--- src/sv/nnsa_pkg.sv ---
// nnsa_pkg: shared types and constants of the nearest neighbor scale addresser
// register map, reset values, config bundle, queue status and back-end state type; no dependencies
package nnsa_pkg;

  localparam int SRC_DIM_W = 13;
  localparam int SCR_DIM_W = 12;
  localparam int PITCH_W   = 14;
  localparam int IDX_W     = 24;
  localparam int ADDR_W    = 5;
  localparam int DATA_W    = 32;

  localparam logic [SRC_DIM_W-1:0] SRC_W_RST = 13'd320;
  localparam logic [SRC_DIM_W-1:0] SRC_H_RST = 13'd200;
  localparam logic [SCR_DIM_W-1:0] SCR_W_RST = 12'd640;
  localparam logic [SCR_DIM_W-1:0] SCR_H_RST = 12'd480;
  localparam logic [PITCH_W-1:0]   PITCH_RST = 14'd640;

  typedef enum logic [2:0] {
    REG_SRC_W = 3'd0,
    REG_SRC_H = 3'd1,
    REG_SCR_W = 3'd2,
    REG_SCR_H = 3'd3,
    REG_PITCH = 3'd4
  } reg_idx_t;

  typedef struct packed {
    logic [SRC_DIM_W-1:0] src_w;
    logic [SRC_DIM_W-1:0] src_h;
    logic [PITCH_W-1:0]   pitch;
  } cfg_t;

  typedef struct packed {
    logic full;
    logic empty;
  } q_stat_t;

  typedef enum logic [2:0] {
    ST_IDLE,
    ST_MUL_X,
    ST_DIV_X,
    ST_MUL_Y,
    ST_DIV_Y,
    ST_MUL_SRC,
    ST_MUL_DST,
    ST_OUT
  } back_st_t;

endpackage

--- src/sv/nnsa_front.sv ---
// nnsa_front: raster walker, takes requests and classifies restart / out of screen
// depends on nnsa_pkg for the queue status type
module nnsa_front #(
  parameter int CW = 11
) (
  input  logic             clk,
  input  logic             rst_n,
  input  logic             push,
  input  logic             in_restart,
  output logic             full,
  input  logic [CW-1:0]    w_eff,
  input  logic [CW-1:0]    h_eff,
  input  nnsa_pkg::q_stat_t q_stat,
  output logic             q_push,
  output logic [2*CW:0]    q_wdata
);

  localparam logic [CW:0] ONE_E = 1;
  localparam logic [CW-1:0] ONE = 1;

  logic [CW-1:0] col_r, col_nxt;
  logic [CW-1:0] row_r, row_nxt;
  logic          restart_pos;
  logic [CW-1:0] x, y;
  logic          last;
  logic          x_wrap, y_wrap;

  always_comb begin
    // restart request or a screen shrunk under the current position
    restart_pos = in_restart || (col_r >= w_eff) || (row_r >= h_eff);
    x = restart_pos ? '0 : col_r;
    y = restart_pos ? '0 : row_r;
    last = (x == w_eff - ONE) && (y == h_eff - ONE);
    x_wrap = ({1'b0, x} + ONE_E) >= {1'b0, w_eff};
    y_wrap = ({1'b0, y} + ONE_E) >= {1'b0, h_eff};
    if (x_wrap) begin
      col_nxt = '0;
      row_nxt = y_wrap ? '0 : y + ONE;
    end else begin
      col_nxt = x + ONE;
      row_nxt = y;
    end
  end

  assign full    = q_stat.full;
  assign q_push  = push && !q_stat.full;
  assign q_wdata = {x, y, last};

  always_ff @(posedge clk) begin
    if (!rst_n) begin
      col_r <= '0;
      row_r <= '0;
    end else if (q_push) begin
      col_r <= col_nxt;
      row_r <= row_nxt;
    end
  end

endmodule

--- src/sv/nnsa_queue.sv ---
// nnsa_queue: two-entry queue of pixel positions between front and back
// depends on nnsa_pkg for the status type
module nnsa_queue #(
  parameter int DW = 23
) (
  input  logic              clk,
  input  logic              rst_n,
  input  logic              q_push,
  input  logic [DW-1:0]     q_wdata,
  input  logic              q_pop,
  output logic [DW-1:0]     q_rdata,
  output nnsa_pkg::q_stat_t q_stat
);

  logic [DW-1:0] mem_r [2];
  logic          wr_ptr_r, rd_ptr_r;
  logic [1:0]    cnt_r, cnt_nxt;

  assign q_stat.full  = (cnt_r == 2'd2);
  assign q_stat.empty = (cnt_r == 2'd0);
  assign q_rdata      = mem_r[rd_ptr_r];

  always_comb begin
    cnt_nxt = cnt_r;
    if (q_push && !q_pop) begin
      cnt_nxt = cnt_r + 2'd1;
    end else if (q_pop && !q_push) begin
      cnt_nxt = cnt_r - 2'd1;
    end
  end

  always_ff @(posedge clk) begin
    if (!rst_n) begin
      wr_ptr_r <= 1'b0;
      rd_ptr_r <= 1'b0;
      cnt_r    <= 2'd0;
    end else begin
      cnt_r <= cnt_nxt;
      if (q_push) begin
        wr_ptr_r <= !wr_ptr_r;
      end
      if (q_pop) begin
        rd_ptr_r <= !rd_ptr_r;
      end
    end
  end

  always_ff @(posedge clk) begin
    if (q_push) begin
      mem_r[wr_ptr_r] <= q_wdata;
    end
  end

endmodule

--- src/sv/nnsa_back.sv ---
// nnsa_back: index engine, bit-serial divider and multipliers, result register
// depends on nnsa_pkg for the config bundle, queue status and state type
module nnsa_back #(
  parameter int CW = 11
) (
  input  logic                       clk,
  input  logic                       rst_n,
  input  nnsa_pkg::q_stat_t          q_stat,
  input  logic [2*CW:0]              q_rdata,
  output logic                       q_pop,
  input  logic [CW-1:0]              w_eff,
  input  logic [CW-1:0]              h_eff,
  input  nnsa_pkg::cfg_t             cfg,
  output logic                       empty,
  input  logic                       pop,
  output logic [nnsa_pkg::IDX_W-1:0] out_source_index,
  output logic [nnsa_pkg::IDX_W-1:0] out_dest_index,
  output logic                       out_frame_last
);

  localparam int SW   = nnsa_pkg::SRC_DIM_W;
  localparam int IW   = nnsa_pkg::IDX_W;
  localparam int NW   = CW + SW;
  localparam int CNTW = $clog2(NW);
  localparam int PW   = CW + nnsa_pkg::PITCH_W;
  localparam logic [CNTW-1:0] CNT_LAST = CNTW'(NW - 1);

  nnsa_pkg::back_st_t st_r, st_nxt;

  logic [CW-1:0]   x_r, y_r;
  logic            last_r;
  logic [SW-1:0]   sx_r;
  logic [IW-1:0]   src_r, dst_r;
  logic [NW-1:0]   num_r;
  logic [CW-1:0]   rem_r;
  logic [CNTW-1:0] cnt_r;
  logic            out_valid_r;
  logic [IW-1:0]   out_src_r, out_dst_r;
  logic            out_last_r;

  logic            slot_free;
  logic            div_run, div_done, out_load;
  logic [CW-1:0]   dsr;
  logic [CW:0]     trial, trial_sub;
  logic            ge;
  logic [NW-1:0]   mul_x, mul_y;
  logic [2*SW-1:0] src_prod;
  logic [PW-1:0]   dst_prod;

  assign slot_free = !out_valid_r || pop;

  // one quotient bit a step, remainder stays below the divisor
  assign dsr       = (st_r == nnsa_pkg::ST_DIV_X) ? w_eff : h_eff;
  assign trial     = {rem_r, num_r[NW-1]};
  assign trial_sub = trial - {1'b0, dsr};
  assign ge        = trial >= {1'b0, dsr};
  assign div_done  = (cnt_r == CNT_LAST);

  assign mul_x    = NW'(x_r) * NW'(cfg.src_w);
  assign mul_y    = NW'(y_r) * NW'(cfg.src_h);
  assign src_prod = {{SW{1'b0}}, num_r[SW-1:0]} * {{SW{1'b0}}, cfg.src_w};
  assign dst_prod = PW'(y_r) * PW'(cfg.pitch);

  always_comb begin
    st_nxt = st_r;
    unique case (st_r)
      nnsa_pkg::ST_IDLE:    if (!q_stat.empty) st_nxt = nnsa_pkg::ST_MUL_X;
      nnsa_pkg::ST_MUL_X:   st_nxt = nnsa_pkg::ST_DIV_X;
      nnsa_pkg::ST_DIV_X:   if (div_done) st_nxt = nnsa_pkg::ST_MUL_Y;
      nnsa_pkg::ST_MUL_Y:   st_nxt = nnsa_pkg::ST_DIV_Y;
      nnsa_pkg::ST_DIV_Y:   if (div_done) st_nxt = nnsa_pkg::ST_MUL_SRC;
      nnsa_pkg::ST_MUL_SRC: st_nxt = nnsa_pkg::ST_MUL_DST;
      nnsa_pkg::ST_MUL_DST: st_nxt = nnsa_pkg::ST_OUT;
      nnsa_pkg::ST_OUT:     if (slot_free) st_nxt = nnsa_pkg::ST_IDLE;
      default:              st_nxt = nnsa_pkg::ST_IDLE;
    endcase
  end

  always_comb begin
    q_pop    = 1'b0;
    div_run  = 1'b0;
    out_load = 1'b0;
    unique case (st_r)
      nnsa_pkg::ST_IDLE:  q_pop    = !q_stat.empty;
      nnsa_pkg::ST_DIV_X,
      nnsa_pkg::ST_DIV_Y: div_run  = 1'b1;
      nnsa_pkg::ST_OUT:   out_load = slot_free;
      default: begin
      end
    endcase
  end

  always_ff @(posedge clk) begin
    if (!rst_n) begin
      st_r        <= nnsa_pkg::ST_IDLE;
      out_valid_r <= 1'b0;
    end else begin
      st_r <= st_nxt;
      if (out_load) begin
        out_valid_r <= 1'b1;
      end else if (pop) begin
        out_valid_r <= 1'b0;
      end
    end
  end

  always_ff @(posedge clk) begin
    if (q_pop) begin
      {x_r, y_r, last_r} <= q_rdata;
    end
    if (st_r == nnsa_pkg::ST_MUL_X) begin
      num_r <= mul_x;
      rem_r <= '0;
      cnt_r <= '0;
    end
    if (st_r == nnsa_pkg::ST_MUL_Y) begin
      sx_r  <= num_r[SW-1:0];
      num_r <= mul_y;
      rem_r <= '0;
      cnt_r <= '0;
    end
    if (div_run) begin
      num_r <= {num_r[NW-2:0], ge};
      rem_r <= ge ? trial_sub[CW-1:0] : trial[CW-1:0];
      cnt_r <= cnt_r + CNTW'(1);
    end
    if (st_r == nnsa_pkg::ST_MUL_SRC) begin
      src_r <= src_prod[IW-1:0];
    end
    if (st_r == nnsa_pkg::ST_MUL_DST) begin
      dst_r <= IW'(dst_prod);
    end
    if (out_load) begin
      out_src_r  <= src_r + IW'(sx_r);
      out_dst_r  <= dst_r + IW'(x_r);
      out_last_r <= last_r;
    end
  end

  assign empty            = !out_valid_r;
  assign out_source_index = out_src_r;
  assign out_dest_index   = out_dst_r;
  assign out_frame_last   = out_last_r;

endmodule

--- src/sv/nearest_neighbor_scale_addresser_top.sv ---
// nearest_neighbor_scale_addresser_top: config registers, front, queue and back
// depends on nnsa_pkg, nnsa_front, nnsa_queue and nnsa_back
//
//   channel  | ports                                          | accepted when
//   request  | push, full, in_restart                         | push && !full
//   result   | empty, pop, out_source_index, out_dest_index,  | pop && !empty
//            | out_frame_last                                 |
//   config   | psel, penable, pwrite, paddr, pwdata, prdata,  | psel && penable &&
//            | pready                                         | pwrite && pready
//
// the back end works on one request at a time, through a bit-serial divider
// that runs once for the column and once for the row; the raster counters
// advance as the request is taken
// a two-entry queue lets the front take requests while the back end works
// and the result register holds a finished result until it is popped
// rst_n is synchronous; reset restores register defaults and position 0,0
module nearest_neighbor_scale_addresser_top #(
  parameter int MAX_SCREEN_W = 1920,
  parameter int MAX_SCREEN_H = 1200
) (
  input  logic                        clk,
  input  logic                        rst_n,
  input  logic                        push,
  output logic                        full,
  input  logic                        in_restart,
  output logic                        empty,
  input  logic                        pop,
  output logic [nnsa_pkg::IDX_W-1:0]  out_source_index,
  output logic [nnsa_pkg::IDX_W-1:0]  out_dest_index,
  output logic                        out_frame_last,
  input  logic                        psel,
  input  logic                        penable,
  input  logic                        pwrite,
  input  logic [nnsa_pkg::ADDR_W-1:0] paddr,
  input  logic [nnsa_pkg::DATA_W-1:0] pwdata,
  output logic [nnsa_pkg::DATA_W-1:0] prdata,
  output logic                        pready
);

  localparam int XW = $clog2(MAX_SCREEN_W + 1);
  localparam int YW = $clog2(MAX_SCREEN_H + 1);
  localparam int CW = (XW > YW) ? XW : YW;
  localparam int SCW = nnsa_pkg::SCR_DIM_W;
  localparam logic [SCW-1:0] MAX_W = SCW'(MAX_SCREEN_W);
  localparam logic [SCW-1:0] MAX_H = SCW'(MAX_SCREEN_H);

  logic [nnsa_pkg::SRC_DIM_W-1:0] src_w_r, src_h_r;
  logic [SCW-1:0]                 scr_w_r, scr_h_r;
  logic [nnsa_pkg::PITCH_W-1:0]   pitch_r;
  logic                           wr_en;
  nnsa_pkg::reg_idx_t             reg_idx;
  nnsa_pkg::cfg_t                 cfg;
  logic [CW-1:0]                  w_eff, h_eff;

  nnsa_pkg::q_stat_t q_stat;
  logic              q_push, q_pop;
  logic [2*CW:0]     q_wdata, q_rdata;

  assign pready  = 1'b1;
  assign wr_en   = psel && penable && pwrite && pready;
  assign reg_idx = nnsa_pkg::reg_idx_t'(paddr[4:2]);

  always_ff @(posedge clk) begin
    if (!rst_n) begin
      src_w_r <= nnsa_pkg::SRC_W_RST;
      src_h_r <= nnsa_pkg::SRC_H_RST;
      scr_w_r <= nnsa_pkg::SCR_W_RST;
      scr_h_r <= nnsa_pkg::SCR_H_RST;
      pitch_r <= nnsa_pkg::PITCH_RST;
    end else if (wr_en) begin
      unique case (reg_idx)
        nnsa_pkg::REG_SRC_W: src_w_r <= pwdata[nnsa_pkg::SRC_DIM_W-1:0];
        nnsa_pkg::REG_SRC_H: src_h_r <= pwdata[nnsa_pkg::SRC_DIM_W-1:0];
        nnsa_pkg::REG_SCR_W: scr_w_r <= pwdata[SCW-1:0];
        nnsa_pkg::REG_SCR_H: scr_h_r <= pwdata[SCW-1:0];
        nnsa_pkg::REG_PITCH: pitch_r <= pwdata[nnsa_pkg::PITCH_W-1:0];
        default: begin
        end
      endcase
    end
  end

  always_comb begin
    unique case (reg_idx)
      nnsa_pkg::REG_SRC_W: prdata = nnsa_pkg::DATA_W'(src_w_r);
      nnsa_pkg::REG_SRC_H: prdata = nnsa_pkg::DATA_W'(src_h_r);
      nnsa_pkg::REG_SCR_W: prdata = nnsa_pkg::DATA_W'(scr_w_r);
      nnsa_pkg::REG_SCR_H: prdata = nnsa_pkg::DATA_W'(scr_h_r);
      nnsa_pkg::REG_PITCH: prdata = nnsa_pkg::DATA_W'(pitch_r);
      default:             prdata = '0;
    endcase
  end

  // clamp to the maximum screen, zero acts as one
  always_comb begin
    if (scr_w_r > MAX_W) begin
      w_eff = CW'(MAX_SCREEN_W);
    end else if (scr_w_r == '0) begin
      w_eff = CW'(1);
    end else begin
      w_eff = CW'(scr_w_r);
    end
    if (scr_h_r > MAX_H) begin
      h_eff = CW'(MAX_SCREEN_H);
    end else if (scr_h_r == '0) begin
      h_eff = CW'(1);
    end else begin
      h_eff = CW'(scr_h_r);
    end
  end

  assign cfg.src_w = src_w_r;
  assign cfg.src_h = src_h_r;
  assign cfg.pitch = pitch_r;

  nnsa_front #(
    .CW (CW)
  ) u_front (
    .clk        (clk),
    .rst_n      (rst_n),
    .push       (push),
    .in_restart (in_restart),
    .full       (full),
    .w_eff      (w_eff),
    .h_eff      (h_eff),
    .q_stat     (q_stat),
    .q_push     (q_push),
    .q_wdata    (q_wdata)
  );

  nnsa_queue #(
    .DW (2*CW + 1)
  ) u_queue (
    .clk     (clk),
    .rst_n   (rst_n),
    .q_push  (q_push),
    .q_wdata (q_wdata),
    .q_pop   (q_pop),
    .q_rdata (q_rdata),
    .q_stat  (q_stat)
  );

  nnsa_back #(
    .CW (CW)
  ) u_back (
    .clk              (clk),
    .rst_n            (rst_n),
    .q_stat           (q_stat),
    .q_rdata          (q_rdata),
    .q_pop            (q_pop),
    .w_eff            (w_eff),
    .h_eff            (h_eff),
    .cfg              (cfg),
    .empty            (empty),
    .pop              (pop),
    .out_source_index (out_source_index),
    .out_dest_index   (out_dest_index),
    .out_frame_last   (out_frame_last)
  );

endmodule

--- config.mk ---
export PLATFORM = sky130hd
export DESIGN_NAME = nearest_neighbor_scale_addresser_top
export DESIGN_NICKNAME = d
export VERILOG_FILES = /design/src/sv/nnsa_pkg.sv /design/src/sv/nnsa_front.sv /design/src/sv/nnsa_queue.sv /design/src/sv/nnsa_back.sv /design/src/sv/nearest_neighbor_scale_addresser_top.sv
export SDC_FILE = /design/constraint.sdc
export NUM_CORES = 2
export LEC_CHECK = 0
export ABC_AREA = 1
export BUFFER_PORTS_ARGS = -buffer_cell sky130_fd_sc_hd__buf_2
export CAP_MARGIN = 5
export CORE_UTILIZATION = 50
export CTS_CLUSTER_SIZE = 24
export DETAILED_ROUTE_END_ITERATION = 6
export GPL_TIMING_DRIVEN = 1
export HOLD_SLACK_MARGIN = 0.15
export MAX_ROUTING_LAYER = met4
export PLACE_DENSITY = 0.75
export SKIP_CTS_REPAIR_TIMING = 1
export SYNTH_ARGS = -nofsm -noshare
export SYNTH_HDL_FRONTEND = slang
export SYNTH_SLANG_ARGS = --single-unit
--- constraint.sdc ---
create_clock -name clk -period 11.7 [get_ports clk]
set_clock_uncertainty 0.05 [all_clocks]
set_input_delay 0.585 -clock clk [delete_from_list [all_inputs] [get_ports clk]]
set_output_delay 0.585 -clock clk [all_outputs]
set_load 0.02 [all_outputs]
Word-level counts from Yosys, hierarchy flattened. Memory sizes are Yosys's and may differ from the RTL's. A register that Yosys moved wholly into a read port is not among the register bits. Index checks and enable logic that the tools add are counted. Widths: inputs -> output; s select.

Register bits: 244. Input bits: 45. Logic and storage cells: 130. Memory bits (writable): 46. Memories kept: 1.

Memories: u_queue.mem_r (words 2, bits a word 23, rd ports 1, clocked after Yosys merged registers in 1, write ports 1, line nnsa_queue.sv:15) `logic [DW-1:0] mem_r [2];`.

Multiplexer cells: 35. $mul: 4. Add/sub/neg operators: 12. Magnitude comparators: 7. Reduce and logical (&&, ||, !) cells: 31. Equality and inequality tests: 19.

Operators with widths (count): $mux 11 (14); $mux 24 (3); $pmux 14 s5 (1); $mul 11x13->24 (2); $ge 12x11->1 (3); $add 11x1->12 const B (2); $add 24x11->24 (1); $add 24x13->24 (1); $gt 12x11->1 const B (2); $logic_not 12->1 (2); $mul 11x14->24 (1); $mul 13x13->24 (1); $pmux 3 s8 (1); $add 11x1->11 const B (2); $eq 11x11->1 (2); $ge 11x11->1 (2); $sub 11x1->11 const B (2); $eq 3x3->1 const B (5); $mux 5 (3); $eq 3x2->1 const B (4); $mux 3 (4); $sub 11x11->11 (1); $reduce_and 2->1 (5); $logic_not 1->1 (7); other kinds (18) (37).

Longest topological paths before layout.
Word-level depth: 11. Gate-level depth with buffers: 38. Mapped depth without buffers: 37.

Hierarchy. Synthesis repeated with hierarchy kept, for this count alone.

Cells, all modules: 4841. Area total of the unflattened synthesis: 37793.7 µm².

Modules (own cells, without submodules): nnsa_back (sequential area each 5275.1 µm², instances 1, cells each 3710, area each 29346.9 µm²); nnsa_front (sequential area each 440.4 µm², instances 1, cells each 525, area each 3279.4 µm²); nearest_neighbor_scale_addresser_top (sequential area each 1281.2 µm², instances 1, cells each 500, area each 3276.9 µm²); nnsa_queue (sequential area each 1481.4 µm², instances 1, cells each 106, area each 1890.6 µm²).

Worst setup path before layout. No wires, ideal clock.

Path kind: register -> register. Start point: register src_w_r[1] (netlist bit). End point: register u_back.src_r[20], data pin. Period minus slack after synthesis: 5.453 ns. Arrival: 5.144 ns. Slack: 6.247 ns. Library setup time: 0.259 ns. Cell stages (with the launch flop): 23. Cells stage by stage: dfxtp_1 -> clkbuf_1 -> clkbuf_1 -> nand2_1 -> fa_1 -> inv_1 -> fa_1 -> inv_1 -> fa_1 -> inv_1 -> fa_1 -> fa_1 -> ha_1 -> a21o_1 -> a21oi_1 -> o21bai_1 -> a21oi_1 -> o21ai_1 -> a21boi_0 -> o21ai_1 -> nand2_1 -> nand2_1 -> xor2_1.

Word-level cells in the longest chain between the ends: 1.

Ends and longest elaborated chain: start: declaration (line nearest_neighbor_scale_addresser_top.sv:47) `logic [nnsa_pkg::SRC_DIM_W-1:0] src_w_r, src_h_r;`; start signal: assignment (line nearest_neighbor_scale_addresser_top.sv:65) `src_w_r <= nnsa_pkg::SRC_W_RST;`; start signal: assignment (line nearest_neighbor_scale_addresser_top.sv:72) `nnsa_pkg::REG_SRC_W: src_w_r <= pwdata[nnsa_pkg::SRC_DIM_W-1:0];`; $mul 13x13->24 (line nnsa_back.sv:61) `assign src_prod = {{SW{1'b0}}, num_r[SW-1:0]} * {{SW{1'b0}}, cfg.src_w};`; net u_back.src_prod[20] (line nnsa_back.sv:47) `logic [2*SW-1:0] src_prod;`; end signal: assignment (line nnsa_back.sv:128) `src_r <= src_prod[IW-1:0];`; end: declaration (line nnsa_back.sv:33) `logic [IW-1:0] src_r, dst_r;`.

The timed path passes the listed nets, and every way through them passes these cells. A chain may end at the register's enable or synchronous reset.

Final worst setup path.
Start point: register scr_h_r[2]. End point: register u_front.col_r[0].

Word-level cells in the longest chain between the ends: 9. Elaborated cells between the ends (all ways): 11. Those cells by class: add/sub (2); order compare (3); mux (4); reduce/logical (2).

Ends and longest elaborated chain: start: declaration (line nearest_neighbor_scale_addresser_top.sv:48) `logic [SCW-1:0] scr_w_r, scr_h_r;`; start signal: assignment (line nearest_neighbor_scale_addresser_top.sv:68) `scr_h_r <= nnsa_pkg::SCR_H_RST;`; start signal: assignment (line nearest_neighbor_scale_addresser_top.sv:75) `nnsa_pkg::REG_SCR_H: scr_h_r <= pwdata[SCW-1:0];`; branches (longest 2 deep; another with $gt 12x11->1); $mux 11 * (line nearest_neighbor_scale_addresser_top.sv:103) `if (scr_h_r > MAX_H) begin`; $ge 11x11->1 * (line nnsa_front.sv:30) `restart_pos = in_restart || (col_r >= w_eff) || (row_r >= h_eff);`; $logic_or 1x1->1 * (line nnsa_front.sv:30); $mux 11 * (line nnsa_front.sv:31) `x = restart_pos ? '0 : col_r;`; net q_wdata[12] (line nearest_neighbor_scale_addresser_top.sv:57) `logic [2*CW:0] q_wdata, q_rdata;`; $add 11x1->12 (line nnsa_front.sv:34) `x_wrap = ({1'b0, x} + ONE_E) >= {1'b0, w_eff};`; $ge 12x11->1 (line nnsa_front.sv:34); $mux 11 * (line nnsa_front.sv:36) `if (x_wrap) begin`; end signal: assignment (line nnsa_front.sv:54) `col_r <= col_nxt;`; end: declaration (line nnsa_front.sv:21) `logic [CW-1:0] col_r, col_nxt;`.

Mark *: on every way through the listed nets, which the timed path passes.

==> summary.txt <==
Status
  • Outcome: finished clean

Min path
  • Min-delay src: pwdata[13]
  • Hold depth: 3
  • Hold Crit Class: in -> reg
  • Worst Hold Endpoint: pitch_r[13]$_SDFFE_PN0P_

Final layout
  • Most frequent cells in the layout: 1052 x nand2_1, 894 x inv_1, 425 x fa_1, 330 x ha_1, 242 x nor2_1
  • Net count reported at finish: 5078
  • Core Util, Final: 54.17%
  • Most common cell after layout, fill and taps aside: nand2_1
  • Final non-filler cell area: 0.03800 mm²
  • Finished Layout Cells: 5248
  • Layout cells sized above 1: 5.688%
  • Fill count: 6413
  • P&R area growth vs syn: 7.110%

Place
  • RD Place Congestion: 0.9381
  • Placement Cell Area: 0.03666 mm²
  • Post-Place Cells: 5178
  • IO buf count: 89
  • Detail Placement HPWL: 65290 µm
  • Post-Place Setup Slack: 5230 ps

Timing
  • Period utilisation layout: 57.02%
  • Final Setup Violations: 0
  • Fin worst setup slack: 5029 ps
  • Min cycle time layout: 6671 ps
  • Hold_ws: 223.4 ps
  • TNS Setup: 0 ps
  • Slew margin rel.: 16.37%
  • Final Hold Fails: 0
  • Slew Limit Fails: 0
  • RSZ-0062 raised after global routing: false
  • Highest clock rate: 149.9 MHz
  • Worst-Margin Slew: 1253 ps

Setup path
  • Crit-path max cell delay: 590 ps
  • RR Endpoint: u_front.col_r[0]$_SDFFE_PN0P_
  • Flop-to-flop setup slack: 5030 ps
  • FF-to-FF Start: scr_h_r[2]$_SDFFE_PN0P_
  • WP data arrival: 7120 ps
  • CP max stage cell: nor2_1
  • Setup CP Type: reg -> reg
  • Critical Path RT: 12150 ps
  • Crit. End Element: flop
  • Most common cell on crit path: nor2_1
  • Cell count of the worst reg-to-reg path: 31
  • Worst Setup Start Kind: flop
  • Critical path peak fanout: 22

Synth
  • Ys flop type: edfxtp_1
  • Post-synthesis cell count: 4288
  • Synth Cell Area: 0.03548 mm²
  • Synth Area per Inst: 8.273 µm²
  • Post-synthesis cell type count: 58
  • Yosys warnings: 0
  • Post-synthesis sequential area ratio: 23.84%
  • EDFF count, synth: 219
  • Asr flop ratio synth: 0%
  • #FFs+latches synth: 313

Global routing
  • Largest net degree at the start of global routing: 76
  • Gr ovfl total: 0
  • GRT Overall Usage: 25.93%
  • Vias in the first global route: 28511
  • Antenna violations before repair: 2
  • First-pass GRT wire length: 144300 µm

Floorplan
  • Die height: 268.4 µm
  • Core Region: 0.07015 mm²
  • Starting Density: 50.57%
  • Die width: 268.4 µm
  • Die ar.: 0.07202 mm²
  • Ports: 129
  • Placement Rows: 97

Clocking
  • CTS tree: yes
  • CTS clock-pin slew for the worst setup and hold paths: 60 ps
  • Root Driver: clkbuf_16
  • CTS Buffer Depth: 3
  • CTS sink cnt: 313
  • Worst skew pair latency: 600 ps
  • Htree depth: 2
  • Clock buffer count from CTS: 38

Pwr
  • Worst vdd ir: 0.2275 mV
  • Pwr dens: 219.3 mW/mm²
  • Pleak: 19.38 nW
  • Power Total: 8.332 mW

Routing
  • Final wirelength: 86410 µm
  • Pre-Repair DR Iteration Count: 6
  • Remaining antenna violation count: 0
  • Routed WL per cell: 16.46 µm
  • Detailed-route via count: 27759
  • Avg Vias per Cell: 5.289
  • Residual DRC count: 0
  • Initial DRC count: 2163

Run
  • Max Cap Viol: 0
## flip-flops by register name, indices dropped and copies added (netlist names), 2 cells and up
signal and flops:
u_back.num_r 24, u_front.row_r 11, src_h_r 13, scr_h_r 12
u_back.st_r 3, u_back.y_r 11, u_back.src_r 24, u_back.out_dest_index 24
u_back.dst_r 24, scr_w_r 12, u_back.sx_r 13, u_back.x_r 11
u_queue.cnt_r 2, u_back.out_source_index 24, u_back.rem_r 11, u_front.col_r 11
u_back.cnt_r 5, src_w_r 13, u_queue.mem_r 46, pitch_r 14
## cell usage after synthesis, types with 29 or more instances
cell	count	area (µm²)
a21oi_1	183	915.9
clkbuf_1	142	533.0
dfxtp_1	94	1882
edfxtp_1	219	6576
fa_1	425	8508
ha_1	330	4129
inv_1	894	3356
nand2_1	1052	3949
nand3_1	90	450.4
nand4_1	29	181.4
nor2_1	245	919.6
o21ai_0	161	805.8
xnor2_1	57	499.2
xor2_1	92	805.8
## where the power goes
group	switching (mW)	internal, mW	total [mW]	leakage [nW]
Clock	0.520	0.742	1.26	0.640
Combinational	3.15	1.96	5.11	15.9
Sequential	0.393	1.57	1.96	2.81
Total	4.07	4.27	8.33	19.4
## cell type report
cell class	count	area, µm²	area share [%]
diodes	1	2.502	0.006586
clock buffers	48	1018	2.680
clock inverters	21	314.1	0.8265
inverters	901	3382	8.901
multi-input cells	2898	22920	60.33
flip-flops and latches	313	8458	22.26
well taps	940	1176	3.095
repair buffers	126	723.2	1.903
## logic make-up (layout without fill, tap and decap cells)
| family | after synthesis | after routing | synth area share [%] |
|---|---|---|---|
| flops | 313 | 313 | 23.84 |
| compound gates | 486 | 486 | 7.798 |
| simple gates | 1489 | 1489 | 17.16 |
| buf+inv | 1094 | 1096 | 11.88 |
| fa+ha+maj | 755 | 755 | 35.62 |
| xor+xnor | 149 | 149 | 3.679 |
| other cells | 2 | 20 | 0.02117 |
## layer usage
| metal | track usage (%) | part of all wire [%] | wire, µm | vias up |
|---|---|---|---|---|
| li1 | - | - | - | 13165 |
| met1 | 32.27 | 42 | 36000 | 13431 |
| met2 | 43.59 | 48 | 41560 | 960 |
| met3 | 3.473 | 7.1 | 6119 | 203 |
| met4 | 8.492 | 3.2 | 2722 | 0 |
| met5 | - | 0 | 0 | - |
## worst max-delay path by stage
stage | startpoint | slack, ps | depth (start not counted) | to
finish | scr_h_r[2]$_SDFFE_PN0P_ | 5030 | 31 | u_front.col_r[0]$_SDFFE_PN0P_
detailed placement | src_w_r[2]$_SDFFE_PN0P_ | 5230 | 22 | u_back.src_r[23]$_DFFE_PP_
CTS | src_w_r[2]$_SDFFE_PN0P_ | 5190 | 22 | u_back.src_r[23]$_DFFE_PP_
global placement | scr_h_r[9]$_SDFFE_PN0P_ | 5290 | 33 | u_front.row_r[9]$_SDFFE_PN0P_
global route | scr_h_r[4]$_SDFFE_PN0P_ | 4410 | 32 | u_front.row_r[9]$_SDFFE_PN0P_
floorplan | src_w_r[1]$_SDFFE_PN0P_ | 6250 | 22 | u_back.src_r[20]$_DFFE_PP_
## worst max-delay path: cells and delay by family (launching register included)
family | cells | cell delay [ps]
compound gates | 6 | 960
xor+xnor | 1 | 170
fa+ha+maj | 3 | 900
buf+inv | 3 | 350
flops | 1 | 460
simple gates | 18 | 3680
Power figures use the tool's default switching activity.
